File: src/nrce_pkg.sv
`timescale 1ns / 1ps

package nrce_pkg;

    localparam int CHAR_W      = 8;
    localparam int POS_W       = 4;
    localparam int LAT_DEG_W   = 7;
    localparam int LON_DEG_W   = 10;
    localparam int MIN_W       = 20;
    localparam int MICRO_W     = 20;
    localparam int RAW_MICRO_W = 21;
    localparam int STATUS_W    = 2;

    localparam logic [CHAR_W-1:0] CHAR_COMMA = 8'h2C;
    localparam logic [CHAR_W-1:0] CHAR_ZERO  = 8'h30;
    localparam logic [CHAR_W-1:0] CHAR_NINE  = 8'h39;

    localparam logic [CHAR_W-1:0] FIX_MARKER_RESET  = 8'd65;
    localparam logic [CHAR_W-1:0] HEMI_MARKER_RESET = 8'd78;

    localparam logic [POS_W-1:0] LAT_LAST       = 4'd8;
    localparam logic [POS_W-1:0] LON_LAST       = 4'd9;
    localparam logic [POS_W-1:0] LAT_POINT      = 4'd4;
    localparam logic [POS_W-1:0] LON_POINT      = 4'd5;
    localparam logic [POS_W-1:0] LAT_DEG_DIGITS = 4'd2;
    localparam logic [POS_W-1:0] LON_DEG_DIGITS = 4'd3;

    // minutes * 5 / 3 as one multiply: 5 * (2^23 + 1) / 3, then drop 23 bits
    localparam int                  RECIP_SHIFT = 23;
    localparam int                  RECIP_W     = 24;
    localparam int                  PROD_W      = MIN_W + RECIP_W;
    localparam logic [RECIP_W-1:0]  RECIP_MUL   = 24'd13981015;

    localparam logic [RAW_MICRO_W-1:0] MICRO_PER_DEG = 21'd1000000;

    localparam logic [STATUS_W-1:0] ST_FIX       = 2'd0;
    localparam logic [STATUS_W-1:0] ST_NO_FIX    = 2'd1;
    localparam logic [STATUS_W-1:0] ST_MALFORMED = 2'd2;

    localparam logic [0:0] CFG_FIX_MARKER  = 1'b0;
    localparam logic [0:0] CFG_HEMI_MARKER = 1'b1;

    typedef enum logic [2:0] {
        PH_HUNT_FIX,
        PH_LAT,
        PH_HUNT_HEMI,
        PH_LON,
        PH_DONE
    } phase_t;

    typedef struct packed {
        logic [STATUS_W-1:0]  status;
        logic [LAT_DEG_W-1:0] lat_deg;
        logic [MIN_W-1:0]     lat_min;
        logic [LON_DEG_W-1:0] lon_deg;
        logic [MIN_W-1:0]     lon_min;
    } req_t;

    typedef struct packed {
        logic [STATUS_W-1:0]    status;
        logic [LAT_DEG_W-1:0]   lat_deg;
        logic [RAW_MICRO_W-1:0] lat_raw;
        logic [LON_DEG_W-1:0]   lon_deg;
        logic [RAW_MICRO_W-1:0] lon_raw;
    } mid_t;

endpackage

File: src/nrce_parser.sv
`timescale 1ns / 1ps

module nrce_parser
    import nrce_pkg::*;
(
    input  logic              clk,
    input  logic              rst_n,
    input  logic              in_valid,
    output logic              in_ready,
    input  logic [CHAR_W-1:0] rx_byte,
    input  logic              end_of_response,
    input  logic [CHAR_W-1:0] fix_marker,
    input  logic [CHAR_W-1:0] hemi_marker,
    output logic              req_valid,
    input  logic              req_ready,
    output req_t              req
);

    phase_t                phase_reg, phase_next;
    logic [CHAR_W-1:0]     prev_reg, prev_next;
    logic [POS_W-1:0]      pos_reg, pos_next;
    logic [LAT_DEG_W-1:0]  lat_deg_reg, lat_deg_next;
    logic [MIN_W-1:0]      lat_min_reg, lat_min_next;
    logic [LON_DEG_W-1:0]  lon_deg_reg, lon_deg_next;
    logic [MIN_W-1:0]      lon_min_reg, lon_min_next;
    logic                  bad_reg, bad_next;
    logic                  given_reg, given_next;
    logic                  req_valid_reg, req_valid_next;
    req_t                  req_reg, req_next;

    logic                  accept;
    logic                  is_digit;
    logic [3:0]            digit;
    logic                  fire;
    req_t                  result;

    assign in_ready  = !req_valid_reg || req_ready;
    assign accept    = in_valid && in_ready;
    assign req_valid = req_valid_reg;
    assign req       = req_reg;

    assign is_digit = (rx_byte >= CHAR_ZERO) && (rx_byte <= CHAR_NINE);
    assign digit    = is_digit ? 4'(rx_byte - CHAR_ZERO) : 4'd0;

    always_comb
    begin
        phase_next   = phase_reg;
        prev_next    = prev_reg;
        pos_next     = pos_reg;
        lat_deg_next = lat_deg_reg;
        lat_min_next = lat_min_reg;
        lon_deg_next = lon_deg_reg;
        lon_min_next = lon_min_reg;
        bad_next     = bad_reg;
        given_next   = given_reg;
        fire         = 1'b0;
        result       = '0;

        if (accept)
        begin
            unique case (phase_reg)
                PH_HUNT_FIX:
                begin
                    prev_next = rx_byte;
                    pos_next  = 4'd1;
                    if (pos_reg != '0 && prev_reg == fix_marker && rx_byte == CHAR_COMMA)
                    begin
                        phase_next = PH_LAT;
                        pos_next   = '0;
                    end
                end
                PH_LAT:
                begin
                    if (pos_reg != LAT_POINT)
                    begin
                        if (!is_digit)
                        begin
                            bad_next = 1'b1;
                        end
                        if (pos_reg < LAT_DEG_DIGITS)
                        begin
                            lat_deg_next = LAT_DEG_W'(lat_deg_reg * 7'd10 + LAT_DEG_W'(digit));
                        end
                        else
                        begin
                            lat_min_next = MIN_W'(lat_min_reg * 20'd10 + MIN_W'(digit));
                        end
                    end
                    pos_next = pos_reg + 4'd1;
                    if (pos_reg >= LAT_LAST)
                    begin
                        phase_next = PH_HUNT_HEMI;
                        pos_next   = '0;
                        prev_next  = '0;
                    end
                end
                PH_HUNT_HEMI:
                begin
                    prev_next = rx_byte;
                    pos_next  = 4'd1;
                    if (pos_reg != '0 && prev_reg == hemi_marker && rx_byte == CHAR_COMMA)
                    begin
                        phase_next = PH_LON;
                        pos_next   = '0;
                    end
                end
                PH_LON:
                begin
                    if (pos_reg != LON_POINT)
                    begin
                        if (!is_digit)
                        begin
                            bad_next = 1'b1;
                        end
                        if (pos_reg < LON_DEG_DIGITS)
                        begin
                            lon_deg_next = LON_DEG_W'(lon_deg_reg * 10'd10 + LON_DEG_W'(digit));
                        end
                        else
                        begin
                            lon_min_next = MIN_W'(lon_min_reg * 20'd10 + MIN_W'(digit));
                        end
                    end
                    pos_next = pos_reg + 4'd1;
                    if (pos_reg >= LON_LAST)
                    begin
                        phase_next = PH_DONE;
                        pos_next   = '0;
                        given_next = 1'b1;
                        fire       = 1'b1;
                        if (bad_next)
                        begin
                            result.status = ST_MALFORMED;
                        end
                        else
                        begin
                            result.status  = ST_FIX;
                            result.lat_deg = lat_deg_next;
                            result.lat_min = lat_min_next;
                            result.lon_deg = lon_deg_next;
                            result.lon_min = lon_min_next;
                        end
                    end
                end
                default:
                begin
                end
            endcase

            if (end_of_response)
            begin
                if (!given_next)
                begin
                    fire          = 1'b1;
                    result        = '0;
                    result.status = ST_NO_FIX;
                end
                phase_next   = PH_HUNT_FIX;
                prev_next    = '0;
                pos_next     = '0;
                lat_deg_next = '0;
                lat_min_next = '0;
                lon_deg_next = '0;
                lon_min_next = '0;
                bad_next     = 1'b0;
                given_next   = 1'b0;
            end
        end
    end

    always_comb
    begin
        req_valid_next = req_valid_reg;
        req_next       = req_reg;
        if (in_ready)
        begin
            req_valid_next = fire;
            req_next       = result;
        end
    end

    always_ff @(posedge clk or negedge rst_n)
    begin
        if (!rst_n)
        begin
            phase_reg     <= PH_HUNT_FIX;
            prev_reg      <= '0;
            pos_reg       <= '0;
            lat_deg_reg   <= '0;
            lat_min_reg   <= '0;
            lon_deg_reg   <= '0;
            lon_min_reg   <= '0;
            bad_reg       <= 1'b0;
            given_reg     <= 1'b0;
            req_valid_reg <= 1'b0;
        end
        else
        begin
            phase_reg     <= phase_next;
            prev_reg      <= prev_next;
            pos_reg       <= pos_next;
            lat_deg_reg   <= lat_deg_next;
            lat_min_reg   <= lat_min_next;
            lon_deg_reg   <= lon_deg_next;
            lon_min_reg   <= lon_min_next;
            bad_reg       <= bad_next;
            given_reg     <= given_next;
            req_valid_reg <= req_valid_next;
        end
    end

    always_ff @(posedge clk)
    begin
        req_reg <= req_next;
    end

endmodule

File: src/nrce_convert.sv
`timescale 1ns / 1ps

module nrce_convert
    import nrce_pkg::*;
(
    input  logic                 clk,
    input  logic                 rst_n,
    input  logic                 req_valid,
    output logic                 req_ready,
    input  req_t                 req,
    output logic                 out_valid,
    input  logic                 out_ready,
    output logic [STATUS_W-1:0]  status,
    output logic [LAT_DEG_W-1:0] lat_degrees,
    output logic [MICRO_W-1:0]   lat_micro,
    output logic [LON_DEG_W-1:0] lon_degrees,
    output logic [MICRO_W-1:0]   lon_micro
);

    logic                  mid_valid_reg, mid_valid_next;
    mid_t                  mid_reg, mid_next;
    logic                  out_valid_reg, out_valid_next;
    logic [STATUS_W-1:0]   status_reg, status_next;
    logic [LAT_DEG_W-1:0]  lat_deg_reg, lat_deg_next;
    logic [MICRO_W-1:0]    lat_micro_reg, lat_micro_next;
    logic [LON_DEG_W-1:0]  lon_deg_reg, lon_deg_next;
    logic [MICRO_W-1:0]    lon_micro_reg, lon_micro_next;

    logic                  out_load;
    logic                  mid_load;
    logic [PROD_W-1:0]     lat_prod;
    logic [PROD_W-1:0]     lon_prod;
    logic                  lat_carry;
    logic                  lon_carry;

    assign out_load  = !out_valid_reg || out_ready;
    assign mid_load  = !mid_valid_reg || out_load;
    assign req_ready = mid_load;

    // minutes to micro-degrees
    assign lat_prod = PROD_W'(req.lat_min) * PROD_W'(RECIP_MUL);
    assign lon_prod = PROD_W'(req.lon_min) * PROD_W'(RECIP_MUL);

    always_comb
    begin
        mid_valid_next = mid_valid_reg;
        mid_next       = mid_reg;
        if (mid_load)
        begin
            mid_valid_next   = req_valid;
            mid_next.status  = req.status;
            mid_next.lat_deg = req.lat_deg;
            mid_next.lat_raw = lat_prod[RECIP_SHIFT +: RAW_MICRO_W];
            mid_next.lon_deg = req.lon_deg;
            mid_next.lon_raw = lon_prod[RECIP_SHIFT +: RAW_MICRO_W];
        end
    end

    // carry whole degrees out of the micro-degree part
    assign lat_carry = mid_reg.lat_raw >= MICRO_PER_DEG;
    assign lon_carry = mid_reg.lon_raw >= MICRO_PER_DEG;

    always_comb
    begin
        out_valid_next = out_valid_reg;
        status_next    = status_reg;
        lat_deg_next   = lat_deg_reg;
        lat_micro_next = lat_micro_reg;
        lon_deg_next   = lon_deg_reg;
        lon_micro_next = lon_micro_reg;
        if (out_load)
        begin
            out_valid_next = mid_valid_reg;
            status_next    = mid_reg.status;
            lat_deg_next   = mid_reg.lat_deg + LAT_DEG_W'(lat_carry);
            lon_deg_next   = mid_reg.lon_deg + LON_DEG_W'(lon_carry);
            lat_micro_next = lat_carry ? MICRO_W'(mid_reg.lat_raw - MICRO_PER_DEG)
                                       : MICRO_W'(mid_reg.lat_raw);
            lon_micro_next = lon_carry ? MICRO_W'(mid_reg.lon_raw - MICRO_PER_DEG)
                                       : MICRO_W'(mid_reg.lon_raw);
        end
    end

    always_ff @(posedge clk or negedge rst_n)
    begin
        if (!rst_n)
        begin
            mid_valid_reg <= 1'b0;
            out_valid_reg <= 1'b0;
        end
        else
        begin
            mid_valid_reg <= mid_valid_next;
            out_valid_reg <= out_valid_next;
        end
    end

    always_ff @(posedge clk)
    begin
        mid_reg       <= mid_next;
        status_reg    <= status_next;
        lat_deg_reg   <= lat_deg_next;
        lat_micro_reg <= lat_micro_next;
        lon_deg_reg   <= lon_deg_next;
        lon_micro_reg <= lon_micro_next;
    end

    assign out_valid   = out_valid_reg;
    assign status      = status_reg;
    assign lat_degrees = lat_deg_reg;
    assign lat_micro   = lat_micro_reg;
    assign lon_degrees = lon_deg_reg;
    assign lon_micro   = lon_micro_reg;

endmodule

File: src/nmea_rmc_coordinate_extractor.sv
`timescale 1ns / 1ps
// a result request passes the parser's request register, the middle register and the output registers
// throughput: one byte per cycle while in_ready is high; the parse state updates in the cycle a byte is taken
// conversion runs in two registered stages (one multiply, then a compare and subtract)
// reset: asynchronous, active low; parse state clears, markers return to 'A' and 'N'
// a byte with the end mark also returns the parse state to its reset value
module nmea_rmc_coordinate_extractor
    import nrce_pkg::*;
(
    input  logic                 clk,
    input  logic                 rst_n,
    input  logic                 cfg_wr_en,
    input  logic [0:0]           cfg_index,
    input  logic [CHAR_W-1:0]    cfg_data,
    input  logic                 in_valid,
    output logic                 in_ready,
    input  logic [CHAR_W-1:0]    rx_byte,
    input  logic                 end_of_response,
    output logic                 out_valid,
    input  logic                 out_ready,
    output logic [STATUS_W-1:0]  status,
    output logic [LAT_DEG_W-1:0] lat_degrees,
    output logic [MICRO_W-1:0]   lat_micro,
    output logic [LON_DEG_W-1:0] lon_degrees,
    output logic [MICRO_W-1:0]   lon_micro
);

    logic [CHAR_W-1:0] fix_marker_reg, fix_marker_next;
    logic [CHAR_W-1:0] hemi_marker_reg, hemi_marker_next;
    logic              req_valid;
    logic              req_ready;
    req_t              req;

    always_comb
    begin
        fix_marker_next  = fix_marker_reg;
        hemi_marker_next = hemi_marker_reg;
        if (cfg_wr_en)
        begin
            unique case (cfg_index)
                CFG_FIX_MARKER:  fix_marker_next  = cfg_data;
                CFG_HEMI_MARKER: hemi_marker_next = cfg_data;
                default:
                begin
                end
            endcase
        end
    end

    always_ff @(posedge clk or negedge rst_n)
    begin
        if (!rst_n)
        begin
            fix_marker_reg  <= FIX_MARKER_RESET;
            hemi_marker_reg <= HEMI_MARKER_RESET;
        end
        else
        begin
            fix_marker_reg  <= fix_marker_next;
            hemi_marker_reg <= hemi_marker_next;
        end
    end

    nrce_parser u_parser (
        .clk             (clk),
        .rst_n           (rst_n),
        .in_valid        (in_valid),
        .in_ready        (in_ready),
        .rx_byte         (rx_byte),
        .end_of_response (end_of_response),
        .fix_marker      (fix_marker_reg),
        .hemi_marker     (hemi_marker_reg),
        .req_valid       (req_valid),
        .req_ready       (req_ready),
        .req             (req)
    );

    nrce_convert u_convert (
        .clk         (clk),
        .rst_n       (rst_n),
        .req_valid   (req_valid),
        .req_ready   (req_ready),
        .req         (req),
        .out_valid   (out_valid),
        .out_ready   (out_ready),
        .status      (status),
        .lat_degrees (lat_degrees),
        .lat_micro   (lat_micro),
        .lon_degrees (lon_degrees),
        .lon_micro   (lon_micro)
    );

endmodule

File: config.mk
export PLATFORM = sky130hd
export DESIGN_NAME = nmea_rmc_coordinate_extractor
export DESIGN_NICKNAME = d
export VERILOG_FILES = /design/src/nrce_pkg.sv /design/src/nrce_parser.sv /design/src/nrce_convert.sv /design/src/nmea_rmc_coordinate_extractor.sv
export SDC_FILE = /design/constraint.sdc
export NUM_CORES = 2
export LEC_CHECK = 0
export BUFFER_PORTS_ARGS = -buffer_cell sky130_fd_sc_hd__buf_2
export CAP_MARGIN = 20
export CORE_MARGIN = 5
export CORE_UTILIZATION = 50
export DETAILED_ROUTE_END_ITERATION = 10
export GPL_ROUTABILITY_DRIVEN = 1
export PLACE_DENSITY = 0.77
export SYNTH_ARGS = -nofsm -noshare
export SYNTH_HDL_FRONTEND = slang
export SYNTH_SLANG_ARGS = --single-unit
export TNS_END_PERCENT = 1
File: constraint.sdc
create_clock -name clk -period 6.4 [get_ports clk]
set_input_delay 0.96 -clock clk [delete_from_list [all_inputs] [get_ports clk]]
set_output_delay 0.96 -clock clk [all_outputs]
set_load 0.005 [all_outputs]
==> impl_metrics.toml <==
[synth]
synth_edf_count = 179
synth-seq-cells = 271
yosysSeqAreaShare = 0.270
synthesis.area_um2 = 28500
async_reset_ff_frac = 0.339
syn-num-nets = 3436
yosys_warnings = 0
ys_types = 79
synth_top_area_cell = "fa_1"
syn-instance-count = 2616
synth_flop_cell = "edfxtp_1"
yosys.area.top_type_share = 0.225
yosys-top-cells-area = "fa_1 22%, ha_1 21%, edfxtp_1 19%, dfrtp_1 7.6%, inv_1 6.5%"
synth_area_per_cell_um2 = 10.9

[finish]
largest_reg_flops = 61
fill_cells = 4662
area_delta_synth_final_pct = 13.5
mostFrequentLayoutCells = "487 x inv_1, 470 x ha_1, 306 x fa_1, 179 x edfxtp_1, 154 x nand2_1"
mostFrequentLayoutCell = "inv_1"
multi_input_area_um2 = 19100
register_area_um2 = 7680
stdcell_area_um2 = 32300
nets = 3677
drive_gt1_frac = 0.136
diodes = 0

[floorplan]
start_util = 0.505
num_rows = 87
core_area_um2 = 56400
die-area_um2 = 61900
die_h_um = 249
ios = 84
die_w_um = 249

[worst_setup_path]
end_kind = "register"
slowest_delay_ns = 0.54
cp_data_required_time_ns = 6.69
cp.arrival_ns = 6.82
rr_endpoint = "u_convert.mid_reg[6]$_DFFE_PP_"
path_delay_family = "adder cells"
critPathKind = "register to register"
cp_max_fo = 3
cp_cell_sequence = "buf_6 > ha_1 > inv_1 > fa_1 > fa_1 > fa_1 > inv_1 > fa_1 > inv_1 > fa_1 > inv_1 > fa_1 > ha_4 > nand4_1 > nor2_1 > a221oi_2 > o211ai_1 > buf_4 > a21o_1 > a21o_1 > a221o_1 > a21oi_2 > xnor2_1"
crit_buf_inv = 6
cp-start-kind = "register"
rr_startpoint = "u_parser.req[19]$_SDFFCE_PN0N_"
critPathSlowestCell = "fa_1"
reg2regPathDepth = 23
crit_top_cell = "fa_1"
r2r_setup_slack_ns = -0.14

[power]
p_leak_nw = 17.4
p_total_mw = 5.28
ir_drop_mv = 0.271
p_per_area_nw_per_um2 = 163

[timing]
skew_ns = 0.0162
worstMarginPinSlew_ns = 1.06
hold-worst-slack_ns = 0.348
hold_viol_final = 0
setup_violations = 4
setup_slack_ns = -0.137
period_needed_ns = 6.54
fin_setup_tns_ns = -0.259
final_max_slew_viol_count = 0
fin_crit_sh = 1.02
rsz0062_at_grt = "yes"
slew_headroom = 0.285
fmax_mhz = 153

[placement]
gp_congestion = 0.937
place_area_um2 = 30900
hpwl_mm = 52.2
port-buffer-count = 83
place_ws_ns = -0.345

[global_routing]
grt_max_degree = 63
grt_pass1_vias = 21100
antenna_found_initial = 1
grt_pass1_wl_mm = 105
globalRoute.totalOverflow = 0
track_usage = 0.205

[cts]
path_clk_slew_ns = 0.06
cts_hold_buf = 0
cts_tree = "done"
cts_max_level = 2
cts_buffers = 34
clockBufferDepth = 3
clock_latency_ns = 0.55
clockRootBuffer = "clkbuf_16"
clkSinkCount = 271

[run]
cap_viol_max_count = 0

[status]
violations = "negative setup slack"
status = "finished with violations"

[worst_hold_path]
hold_path_class = "primary input to async pin"

[detailed_routing]
ant_nets = 0
wirelength_mm = 62.9
wl_per_cell_um = 17.3
first_pass_iters = 5
drtIter0Drc = 1005
via_per_inst = 5.33
num_vias = 19400
drcViolationCount = 0
-- synthesized netlist by cell type, types with 42 or more instances --
master / n
dfrtp_1: 86
edfxtp_1: 179
a21o_1: 42
fa_1: 320
inv_1: 494
and2_1: 43
ha_1: 477
a21oi_1: 89
nor2_1: 88
nand2_1: 154
o21ai_0: 83
xnor2_1: 98
xor2_1: 73
-- worst register-to-register path, cell delays in order (launching register included) --
cell	delay, ns
edfxtp_1	0.47
buf_6	0.16
ha_1	0.30
inv_1	0.07
fa_1	0.40
fa_1	0.46
fa_1	0.50
inv_1	0.06
fa_1	0.53
inv_1	0.07
fa_1	0.51
inv_1	0.05
fa_1	0.54
ha_4	0.22
nand4_1	0.17
nor2_1	0.09
a221oi_2	0.23
o211ai_1	0.23
buf_4	0.21
a21o_1	0.18
a21o_1	0.20
a221o_1	0.35
a21oi_2	0.17
xnor2_1	0.11
-- logic make-up after synthesis --
family          after synthesis  synth area share
fa+ha+maj                   797             0.434
xor+xnor                    173            0.0539
compound gates              342            0.0788
buf+inv                     525            0.0692
mux                          19           0.00738
flops                       271             0.270
simple gates                489            0.0869
-- final cells by class --
cell class / instances / area share
clock buffer: 41 / 0.0274
clock inverter: 21 / 0.00960
inverter: 496 / 0.0576
multi-input combinational: 1820 / 0.590
sequential: 271 / 0.238
tap: 756 / 0.0293
timing repair buffer: 234 / 0.0487
-- worst max-delay path by stage --
stage	start	cells past startpoint	slack (ns)	to
2_1_floorplan	u_parser.req[18]$_SDFFCE_PN0N_	21	0.007	u_convert.mid_reg[20]$_DFFE_PP_
3_3_place_gp	u_parser.req[17]$_SDFFCE_PN0N_	21	-0.21	u_convert.mid_reg[20]$_DFFE_PP_
3_5_place_dp	u_parser.req[18]$_SDFFCE_PN0N_	21	-0.35	u_convert.mid_reg[20]$_DFFE_PP_
4_1_cts	u_parser.req[18]$_SDFFCE_PN0N_	22	-0.03	u_convert.mid_reg[20]$_DFFE_PP_
5_1_grt	u_parser.req[48]$_SDFFCE_PN0N_	23	-0.39	u_convert.mid_reg[50]$_DFFE_PP_
6_report	u_parser.req[19]$_SDFFCE_PN0N_	23	-0.14	u_convert.mid_reg[6]$_DFFE_PP_
-- metal layers --
layer	part of all wire	GRT usage	up-vias	wire length, um
met2	0.47	0.342	499	29800
met1	0.44	0.275	9510	27600
li1	-	-	9236	-
met4	0.033	0.0627	2	2090
met5	0.00021	0	-	13
met3	0.054	0.0341	133	3410
-- where the power goes --
group	total, mW	internal, mW	switching [mW]
clock network	2.02	1.22	0.804
registers	2.21	2.08	0.128
logic	1.04	0.446	0.598
-- metrics by stage --
stage,utilization,cells
2_1_floorplan,-,2616
6_report,0.573,3639
5_1_grt,0.573,3639
3_5_place_dp,0.547,3570
4_1_cts,0.572,3639
3_3_place_gp,0.547,3570
-- what timing repair did --
| action | 4_1_cts | 5_1_grt |
|---|---|---|
| endpoints found under the setup margin | 18 | 30 |
| cloned | 0 | 0 |
| resized for setup | 32 | 23 |
| setup buffers | 7 | 0 |
| pin swaps | 49 | 7 |
Power figures use the tool's default switching activity.
